**src/rtl/core/itm_pkg.sv**
```systemverilog
// Shared constants, widths and control/status types of the trace packet decoder.
package itm_pkg;

    localparam int CHANNELS      = 10;
    localparam int PENDING_DEPTH = 16;

    localparam int BYTE_W       = 8;
    localparam int CHAN_FIELD_W = 5;
    localparam int VALUE_W      = 32;
    localparam int TIME_W       = 28;
    localparam int ERR_W        = 16;
    localparam int OUT_CH_W     = 4;
    localparam int M_DATA_W     = 80;
    localparam int M_USER_W     = 5;

    localparam int CHAN_W  = (CHANNELS > 1) ? $clog2(CHANNELS) : 1;
    localparam int PEND_AW = (PENDING_DEPTH > 1) ? $clog2(PENDING_DEPTH) : 1;
    localparam int PEND_CW = $clog2(PENDING_DEPTH + 1);
    localparam int PEND_W  = CHAN_FIELD_W + VALUE_W;

    // Timestamp continuation bytes past this count add nothing.
    localparam int TS_GROUPS = 4;

    localparam logic [BYTE_W-1:0] HDR_SIZE_MASK   = 8'h03;
    localparam logic [BYTE_W-1:0] HDR_CHAN_MASK   = 8'hF8;
    localparam logic [BYTE_W-1:0] TS_VALUE_MASK   = 8'h7F;
    localparam logic [BYTE_W-1:0] CONT_BIT        = 8'h80;
    localparam logic [BYTE_W-1:0] OVERFLOW_HDR    = 8'h70;
    localparam logic [BYTE_W-1:0] LOW_NIBBLE_MASK = 8'h0F;

    localparam logic [1:0] SIZE_FOUR = 2'd3;
    localparam logic [ERR_W-1:0] ERR_MAX = '1;

    typedef struct packed {
        logic hdr_src;
        logic hdr_ts;
        logic ts_multi;
        logic pay_done;
        logic byte_more;
        logic walk_done;
        logic chan_bad;
        logic emit_last;
    } itm_status_t;

    typedef struct packed {
        logic hdr_load;
        logic pay_take;
        logic time_start;
        logic time_take;
        logic ts_short;
        logic walk_start;
        logic walk_read;
        logic walk_apply;
        logic frame_finish;
        logic emit_next;
    } itm_cmd_t;

endpackage

```
**src/rtl/core/itm_ram.sv**
```systemverilog
// Generic single-write, single-read RAM with registered read data.
module itm_ram #(
    parameter int WIDTH = 8,
    parameter int DEPTH = 16,
    localparam int AW   = (DEPTH > 1) ? $clog2(DEPTH) : 1
) (
    input  logic             aclk,
    input  logic             we,
    input  logic [AW-1:0]    waddr,
    input  logic [WIDTH-1:0] wdata,
    input  logic             re,
    input  logic [AW-1:0]    raddr,
    output logic [WIDTH-1:0] rdata
);

    logic [WIDTH-1:0] mem [DEPTH];
    logic [WIDTH-1:0] rdata_reg;

    always_ff @(posedge aclk) begin
        if (we) begin
            mem[waddr] <= wdata;
        end
        if (re) begin
            rdata_reg <= mem[raddr];
        end
    end

    assign rdata = rdata_reg;

endmodule

```
**src/rtl/core/itm_ctrl.sv**
```systemverilog
// Sequence controller: packet parsing states and the frame close walk.
module itm_ctrl (
    input  logic                aclk,
    input  logic                aresetn,
    input  logic                s_tvalid,
    output logic                s_tready,
    output logic                m_tvalid,
    input  logic                m_tready,
    input  itm_pkg::itm_status_t st,
    output itm_pkg::itm_cmd_t    cmd
);
    import itm_pkg::*;

    typedef enum logic [2:0] {
        ST_IDLE,
        ST_PAYLOAD,
        ST_TIME,
        ST_READ,
        ST_APPLY,
        ST_FINISH,
        ST_EMIT
    } state_t;

    state_t state_reg, state_next;
    logic   s_tready_reg, s_tready_next;
    logic   m_tvalid_reg, m_tvalid_next;
    logic   s_acc;

    assign s_acc = s_tvalid & s_tready_reg;

    always_comb begin
        state_next = state_reg;
        cmd        = '0;
        case (state_reg)
            ST_IDLE: begin
                if (s_acc) begin
                    if (st.hdr_src) begin
                        cmd.hdr_load = 1'b1;
                        state_next   = ST_PAYLOAD;
                    end else if (st.hdr_ts) begin
                        if (st.ts_multi) begin
                            cmd.time_start = 1'b1;
                            state_next     = ST_TIME;
                        end else begin
                            cmd.ts_short   = 1'b1;
                            cmd.walk_start = 1'b1;
                            state_next     = ST_READ;
                        end
                    end
                end
            end
            ST_PAYLOAD: begin
                if (s_acc) begin
                    cmd.pay_take = 1'b1;
                    if (st.pay_done) begin
                        state_next = ST_IDLE;
                    end
                end
            end
            ST_TIME: begin
                if (s_acc) begin
                    cmd.time_take = 1'b1;
                    if (!st.byte_more) begin
                        cmd.walk_start = 1'b1;
                        state_next     = ST_READ;
                    end
                end
            end
            ST_READ: begin
                if (st.walk_done) begin
                    state_next = ST_FINISH;
                end else begin
                    cmd.walk_read = 1'b1;
                    state_next    = ST_APPLY;
                end
            end
            ST_APPLY: begin
                // A channel beyond range stops the walk; earlier entries stay applied.
                cmd.walk_apply = 1'b1;
                state_next     = st.chan_bad ? ST_FINISH : ST_READ;
            end
            ST_FINISH: begin
                cmd.frame_finish = 1'b1;
                state_next       = ST_EMIT;
            end
            ST_EMIT: begin
                if (m_tready) begin
                    cmd.emit_next = 1'b1;
                    if (st.emit_last) begin
                        state_next = ST_IDLE;
                    end
                end
            end
            default: begin
                state_next = ST_IDLE;
            end
        endcase
    end

    assign s_tready_next = state_next inside {ST_IDLE, ST_PAYLOAD, ST_TIME};
    assign m_tvalid_next = (state_next == ST_EMIT);

    always_ff @(posedge aclk) begin
        if (!aresetn) begin
            state_reg    <= ST_IDLE;
            s_tready_reg <= 1'b0;
            m_tvalid_reg <= 1'b0;
        end else begin
            state_reg    <= state_next;
            s_tready_reg <= s_tready_next;
            m_tvalid_reg <= m_tvalid_next;
        end
    end

    assign s_tready = s_tready_reg;
    assign m_tvalid = m_tvalid_reg;

endmodule

```
**src/rtl/core/itm_dp.sv**
```systemverilog
// Datapath: byte classification, payload and timestamp gathering, pending list and held values.
module itm_dp (
    input  logic                          aclk,
    input  logic                          aresetn,
    input  logic [itm_pkg::BYTE_W-1:0]    s_byte,
    input  itm_pkg::itm_cmd_t             cmd,
    output itm_pkg::itm_status_t          st,
    output logic [itm_pkg::OUT_CH_W-1:0]  channel_index,
    output logic [itm_pkg::VALUE_W-1:0]   channel_value,
    output logic [itm_pkg::TIME_W-1:0]    time_delta,
    output logic                          last_of_frame,
    output logic                          bad_frame,
    output logic [itm_pkg::ERR_W-1:0]     error_total
);
    import itm_pkg::*;

    logic [2:0]              payload_left_reg;
    logic [1:0]              payload_pos_reg;
    logic [CHAN_FIELD_W-1:0] hdr_chan_reg;
    logic [VALUE_W-1:0]      value_reg;
    logic [TIME_W-1:0]       time_reg;
    logic [2:0]              seen_reg;
    logic [PEND_CW-1:0]      pend_count_reg;
    logic [PEND_CW-1:0]      walk_idx_reg;
    logic                    frame_bad_reg;
    logic                    out_bad_reg;
    logic [ERR_W-1:0]        err_reg;
    logic [CHAN_W-1:0]       emit_idx_reg;
    logic [VALUE_W-1:0]      held_reg [CHANNELS];

    logic [1:0]              size_code;
    logic [VALUE_W-1:0]      value_next;
    logic [4:0]              ts_shamt;
    logic [TIME_W-1:0]       ts_group;
    logic                    pend_room;
    logic                    ram_we;
    logic [PEND_W-1:0]       ram_rdata;
    logic [CHAN_FIELD_W-1:0] rd_chan;
    logic [VALUE_W-1:0]      rd_val;

    assign size_code = s_byte[1:0] & HDR_SIZE_MASK[1:0];

    assign st.hdr_src   = ((s_byte & HDR_SIZE_MASK) != '0);
    assign st.hdr_ts    = (s_byte != OVERFLOW_HDR) && ((s_byte & LOW_NIBBLE_MASK) == '0)
                          && ((s_byte & OVERFLOW_HDR) != '0);
    assign st.ts_multi  = ((s_byte & CONT_BIT) != '0);
    assign st.byte_more = ((s_byte & CONT_BIT) != '0);
    assign st.pay_done  = (payload_left_reg <= 3'd1);
    assign st.walk_done = (walk_idx_reg == pend_count_reg);
    assign st.chan_bad  = (rd_chan >= CHAN_FIELD_W'(CHANNELS));
    assign st.emit_last = (emit_idx_reg == CHAN_W'(CHANNELS - 1));

    // Payload bytes land little-endian at the current byte lane.
    assign value_next = value_reg | (VALUE_W'(s_byte) << {payload_pos_reg, 3'b000});
    assign ts_shamt   = {3'b000, seen_reg[1:0]} * 5'd7;
    assign ts_group   = TIME_W'(s_byte & TS_VALUE_MASK) << ts_shamt;
    assign pend_room  = (pend_count_reg < PEND_CW'(PENDING_DEPTH));
    assign ram_we     = cmd.pay_take && st.pay_done && pend_room;

    assign rd_chan = ram_rdata[PEND_W-1:VALUE_W];
    assign rd_val  = ram_rdata[VALUE_W-1:0];

    itm_ram #(
        .WIDTH (PEND_W),
        .DEPTH (PENDING_DEPTH)
    ) u_pend_ram (
        .aclk  (aclk),
        .we    (ram_we),
        .waddr (pend_count_reg[PEND_AW-1:0]),
        .wdata ({hdr_chan_reg, value_next}),
        .re    (cmd.walk_read),
        .raddr (walk_idx_reg[PEND_AW-1:0]),
        .rdata (ram_rdata)
    );

    always_ff @(posedge aclk) begin
        if (!aresetn) begin
            payload_left_reg <= '0;
            payload_pos_reg  <= '0;
            hdr_chan_reg     <= '0;
            value_reg        <= '0;
            time_reg         <= '0;
            seen_reg         <= '0;
            pend_count_reg   <= '0;
            walk_idx_reg     <= '0;
            frame_bad_reg    <= 1'b0;
            out_bad_reg      <= 1'b0;
            err_reg          <= '0;
            emit_idx_reg     <= '0;
            for (int i = 0; i < CHANNELS; i++) begin
                held_reg[i] <= '0;
            end
        end else begin
            if (cmd.hdr_load) begin
                payload_left_reg <= (size_code == SIZE_FOUR) ? 3'd4 : {1'b0, size_code};
                payload_pos_reg  <= '0;
                hdr_chan_reg     <= CHAN_FIELD_W'((s_byte & HDR_CHAN_MASK) >> 3);
                value_reg        <= '0;
            end
            if (cmd.pay_take) begin
                value_reg       <= value_next;
                payload_pos_reg <= payload_pos_reg + 2'd1;
                if (payload_left_reg != 3'd0) begin
                    payload_left_reg <= payload_left_reg - 3'd1;
                end
                if (st.pay_done) begin
                    if (pend_room) begin
                        pend_count_reg <= pend_count_reg + PEND_CW'(1);
                    end else begin
                        frame_bad_reg <= 1'b1;
                    end
                end
            end
            if (cmd.time_start) begin
                time_reg <= '0;
                seen_reg <= '0;
            end
            if (cmd.time_take && (seen_reg < 3'(TS_GROUPS))) begin
                time_reg <= time_reg | ts_group;
                seen_reg <= seen_reg + 3'd1;
            end
            if (cmd.ts_short) begin
                time_reg <= TIME_W'((s_byte & TS_VALUE_MASK) >> 4);
            end
            if (cmd.walk_start) begin
                walk_idx_reg <= '0;
            end
            if (cmd.walk_apply) begin
                if (st.chan_bad) begin
                    frame_bad_reg <= 1'b1;
                end else begin
                    held_reg[rd_chan[CHAN_W-1:0]] <= rd_val;
                    walk_idx_reg <= walk_idx_reg + PEND_CW'(1);
                end
            end
            if (cmd.frame_finish) begin
                if (frame_bad_reg && (err_reg != ERR_MAX)) begin
                    err_reg <= err_reg + ERR_W'(1);
                end
                out_bad_reg    <= frame_bad_reg;
                frame_bad_reg  <= 1'b0;
                pend_count_reg <= '0;
                emit_idx_reg   <= '0;
            end
            if (cmd.emit_next && !st.emit_last) begin
                emit_idx_reg <= emit_idx_reg + CHAN_W'(1);
            end
        end
    end

    assign channel_index = OUT_CH_W'(emit_idx_reg);
    assign channel_value = held_reg[emit_idx_reg];
    assign time_delta    = time_reg;
    assign last_of_frame = st.emit_last;
    assign bad_frame     = out_bad_reg;
    assign error_total   = err_reg;

endmodule

```
**src/rtl/core/itm_trace_packet_decoder.sv**
```systemverilog
// Top level of the trace packet decoder: controller, datapath and stream ports.
//
//  Port group | Direction | Contents
//  s_         | in        | s_tdata[7:0] = trace_byte
//  m_         | out       | m_tdata: channel_value, time_delta, error_total; m_tuser: channel_index,
//             |           | bad_frame; m_tlast = last_of_frame
//
// Header, payload and timestamp bytes are accepted back to back until a frame closes.
// A frame close reads and applies each pending entry in turn (pending RAM read, then the
// held value write) until the list ends or a channel beyond range stops the walk, then a
// finish step, and one result transfer per channel, one per cycle while m_tready is high.
// No byte is taken from the time a frame closes until its last result is transferred.
// aresetn is synchronous and clears parser state, counters and all held channel values.
module itm_trace_packet_decoder (
    input  logic                           aclk,
    input  logic                           aresetn,
    input  logic                           s_tvalid,
    output logic                           s_tready,
    input  logic [itm_pkg::BYTE_W-1:0]     s_tdata,   // [7:0] trace_byte
    output logic                           m_tvalid,
    input  logic                           m_tready,
    // [31:0] channel_value, [59:32] time_delta, [75:60] error_total, [79:76] zero
    output logic [itm_pkg::M_DATA_W-1:0]   m_tdata,
    output logic [itm_pkg::M_USER_W-1:0]   m_tuser,   // [3:0] channel_index, [4] bad_frame
    output logic                           m_tlast
);
    import itm_pkg::*;

    itm_status_t          st;
    itm_cmd_t             cmd;
    logic [OUT_CH_W-1:0]  channel_index;
    logic [VALUE_W-1:0]   channel_value;
    logic [TIME_W-1:0]    time_delta;
    logic                 last_of_frame;
    logic                 bad_frame;
    logic [ERR_W-1:0]     error_total;

    itm_ctrl u_ctrl (
        .aclk     (aclk),
        .aresetn  (aresetn),
        .s_tvalid (s_tvalid),
        .s_tready (s_tready),
        .m_tvalid (m_tvalid),
        .m_tready (m_tready),
        .st       (st),
        .cmd      (cmd)
    );

    itm_dp u_dp (
        .aclk          (aclk),
        .aresetn       (aresetn),
        .s_byte        (s_tdata),
        .cmd           (cmd),
        .st            (st),
        .channel_index (channel_index),
        .channel_value (channel_value),
        .time_delta    (time_delta),
        .last_of_frame (last_of_frame),
        .bad_frame     (bad_frame),
        .error_total   (error_total)
    );

    assign m_tdata = M_DATA_W'({error_total, time_delta, channel_value});
    assign m_tuser = {bad_frame, channel_index};
    assign m_tlast = last_of_frame;

endmodule

```
**config.mk**
```make
export PLATFORM = sky130hd
export DESIGN_NAME = itm_trace_packet_decoder
export DESIGN_NICKNAME = d
export VERILOG_FILES = /design/src/rtl/core/itm_pkg.sv /design/src/rtl/core/itm_ram.sv /design/src/rtl/core/itm_ctrl.sv /design/src/rtl/core/itm_dp.sv /design/src/rtl/core/itm_trace_packet_decoder.sv
export SDC_FILE = /design/constraint.sdc
export NUM_CORES = 1
export LEC_CHECK = 0
export ABC_AREA = 1
export CELL_PAD_IN_SITES_DETAIL_PLACEMENT = 1
export CELL_PAD_IN_SITES_GLOBAL_PLACEMENT = 1
export CORE_ASPECT_RATIO = 1.25
export CORE_MARGIN = 2
export CORE_UTILIZATION = 47
export DETAILED_ROUTE_END_ITERATION = 12
export DONT_BUFFER_PORTS = 1
export GPL_TIMING_DRIVEN = 0
export PLACE_DENSITY_LB_ADDON = 0.1
export RECOVER_POWER = 50
export SKIP_LAST_GASP = 1
export SYNTH_ARGS = -nofsm -noshare
export SYNTH_HDL_FRONTEND = slang
export SYNTH_SLANG_ARGS = --single-unit
export TNS_END_PERCENT = 100
```
**constraint.sdc**
```tcl
create_clock -name aclk -period 4.5 [get_ports aclk]
set_input_delay 0.45 -clock aclk [delete_from_list [all_inputs] [get_ports aclk]]
set_output_delay 0.45 -clock aclk [all_outputs]
set_load 0.005 [all_outputs]
```
==> flow_summary.ini <==
[final_layout]
layout_commonest_cell = edfxtp_1
largest_reg_flops = 592
post-route-util = 0.543
layout_common_cells = edfxtp_1 (1141), nor2_1 (1068), o21ai_0 (616)
layout.nets = 4758
area_growth_pct = 14.4
layout-drive-gt1-share = 0.0528
antenna_cells = 0
stdcell_count = 6260
nFillCells = 11390

[hold_path]
hold_start = s_tdata[3]
hold_end = u_dp.value_reg[3]
min_path_cells = 4
hold_path.class = in -> reg

[floorplan]
chipWidth_um = 298
initial_core_util = 0.475
die_h_um = 371
num_rows = 134
die-area_um2 = 111000
ios = 100
core_area_um2 = 107000

[global_routing]
gr-usage-all-layers = 0.315
grt_pass1_wl_mm = 251
first_global_vias = 37864
grt_max_degree = 38
grt_overflow = 0
antenna_found_initial = 5

[yosys]
syn_area_um2 = 50800
netlist_instances = 4355
synth-async-reset-ratio = 0
syn_area_per_cell_um2 = 11.7
yosysSeqAreaShare = 0.720
yosys_warnings = 0
synth.distinct_cells = 32
ys_ff_latch = 1255
synth_edf_count = 1141
ys.flop_type = edfxtp_1

[sta]
period_minus_slack_ns = 4.42
finClkSkew_ns = 0.0260
maxSlewViolCount = 230
max_freq_mhz = 226
slew_headroom = -0.217
finalHoldViolations = 0
setup_viol = 0
timing.final.crit_share = 0.982
max_slew.worst_pin.slew_ns = 1.82
whs_ns = 0.0413
rsz0062_at_grt = no

[cts]
post_cts_buffers = 0
cts_buffer_depth = 3
clkSlewWorstSetupHoldPaths_ns = 0.06
cts.sinks = 1255
clock_latency_ns = 0.76
h-tree-depth = 4
numCtsBuffers = 130
cts_tree = built
cts-root-buf = clkbuf_16

[worst_setup_path]
worstRegToRegCells = 10
cpPeakStageDelay_ns = 0.72
arrival_ns = 3.97
worst_r2r_endpoint = u_dp.held_reg[0][6]
reg2reg_setup_slack_ns = 0.32
path_max_fanout = 10
critPathSlowestCell = clkdlybuf4s15_1
cp-end-kind = output port
critPathLaunchType = register
critical_path_class = reg -> out
cp.required_ns = 4.05
timing.rr.start = u_ctrl.state_reg[2]
crit_chain = clkbuf_2 -> inv_1 -> clkdlybuf4s15_1 -> buf_1 -> nor2_1 -> o211ai_1 -> nand3_1 -> nand2_1

[routing]
vias = 36406
wl_mm = 175
vias_per_cell = 5.82
routedWlPerCell_um = 28.0
drtIter0Drc = 3171
ant_nets = 0
drc = 0
dr.pass1.iters = 5

[place]
dp_hpwl_mm = 120
place_congestion = 0.856
io_buffers = 0
dp.cells = 6021

[job]
drv_cap = 14

[run_status]
status = complete, but fails checks
violations = max-capacitance violations, max-slew violations

[power]
p_leak_nw = 20.1
ir_worst_vdd_mv = 0.404
power.total_w = 0.0240
power_density_nw_per_um2 = 414
area by class of cell:
cell class | count | area, um2 | share of cell area
clock inverter | 57 | 494 | 0.00851
inverter | 135 | 507 | 0.00872
buffer | 287 | 1120 | 0.0193
multi-input combinational | 2873 | 13300 | 0.229
timing repair buffer | 52 | 682 | 0.0117
tap | 1428 | 1790 | 0.0308
clock buffer | 173 | 3640 | 0.0626
sequential | 1255 | 36500 | 0.629
worst max-delay path by stage:
stage / end / from / cells past startpoint / slack, ns
5_1_grt: u_dp.held_reg[0][6] / u_ctrl.state_reg[2] / 10 / 0.1
2_1_floorplan: u_dp.u_pend_ram.mem[15][0] / u_dp.payload_left_reg[1] / 8 / 1.29
3_5_place_dp: u_dp.u_pend_ram.rdata[18] / u_dp.walk_idx_reg[1] / 8 / 0.71
3_3_place_gp: u_dp.u_pend_ram.mem[8][17] / u_dp.payload_left_reg[1] / 8 / -0.83
6_report: m_tdata[18] / register / 8 / 0.08
4_1_cts: m_tdata[18] / register / 8 / 0.003
power breakdown:
| group | internal, W | leakage [nW] | switching (W) |
|---|---|---|---|
| sequential | 0.0128 | 12.2 | 0.0000771 |
| clock | 0.00613 | 2.01 | 0.00454 |
| combinational | 0.0000899 | 5.89 | 0.000365 |
| total | 0.0191 | 20.1 | 0.00499 |
cells in the mapped netlist, types with 2 or more instances:
master | count | area [um2]
inv_2 | 6 | 22.5
o21bai_1 | 32 | 240
nor3_1 | 9 | 45.0
nand2_2 | 4 | 25.0
nor2_4 | 4 | 45.0
buf_2 | 45 | 225
nand3b_1 | 2 | 15.0
nor2_1 | 1073 | 4030
nand3_1 | 155 | 776
edfxtp_1 | 1141 | 34300
xor2_1 | 4 | 35.0
a31oi_1 | 4 | 25.0
o211ai_1 | 165 | 1240
dfxtp_1 | 114 | 2280
clkinv_1 | 4 | 15.0
o22ai_1 | 75 | 469
o21ai_0 | 616 | 3080
buf_4 | 5 | 37.5
inv_1 | 125 | 469
nand3_2 | 6 | 60.1
nand2_1 | 367 | 1380
xnor2_1 | 7 | 61.3
buf_1 | 33 | 124
a21oi_1 | 95 | 475
o221ai_1 | 38 | 333
clkbuf_1 | 204 | 766
nand4_1 | 6 | 37.5
ha_1 | 12 | 150
worst max-delay path: cells and delay by family, from the launching register on:
family,cells,cell delay [ns]
AO/OA/AOI/OAI,1,0.23
flip-flops,1,0.41
AND/OR/NAND/NOR,3,0.74
buffers and inverters,4,1.83
stage by stage:
step | setup slack [ns] | instance area [um2] | TNS, ns
after floorplan | 1.29 | 51500 | 0
final | 0.0791 | 58100 | 0
after detailed placement | 0.707 | 54300 | 0
after global routing | 0.0960 | 58100 | 0
after CTS | 0.00279 | 58600 | 0
after global placement | -0.834 | 53300 | -295.93
what timing repair did:
item / CTS / global route
hold endpoints to repair: 31 / 0
resized for setup: 0 / 4
setup endpoints to repair: 0 / 2
hold buffers: 9 / 0
routing by layer:
metal / global-route usage / share of wire / up-vias
met2: 0.564 / 0.51 / 1366
met4: 0.194 / 0.064 / 2
met5: 0 / 0.000074 / -
met3: 0.0503 / 0.060 / 452
li1: - / - / 16098
met1: 0.354 / 0.36 / 18488
cell families after synthesis:
logic type,synth area share
AOI/OAI and AO/OA,0.116
DFF,0.720
buffers and inverters,0.0327
xor gates and xnor gates,0.00190
adders and majority gates,0.00296
and+or+nand+nor,0.127
other,0.0000739
(Power assumes the default switching activity.)
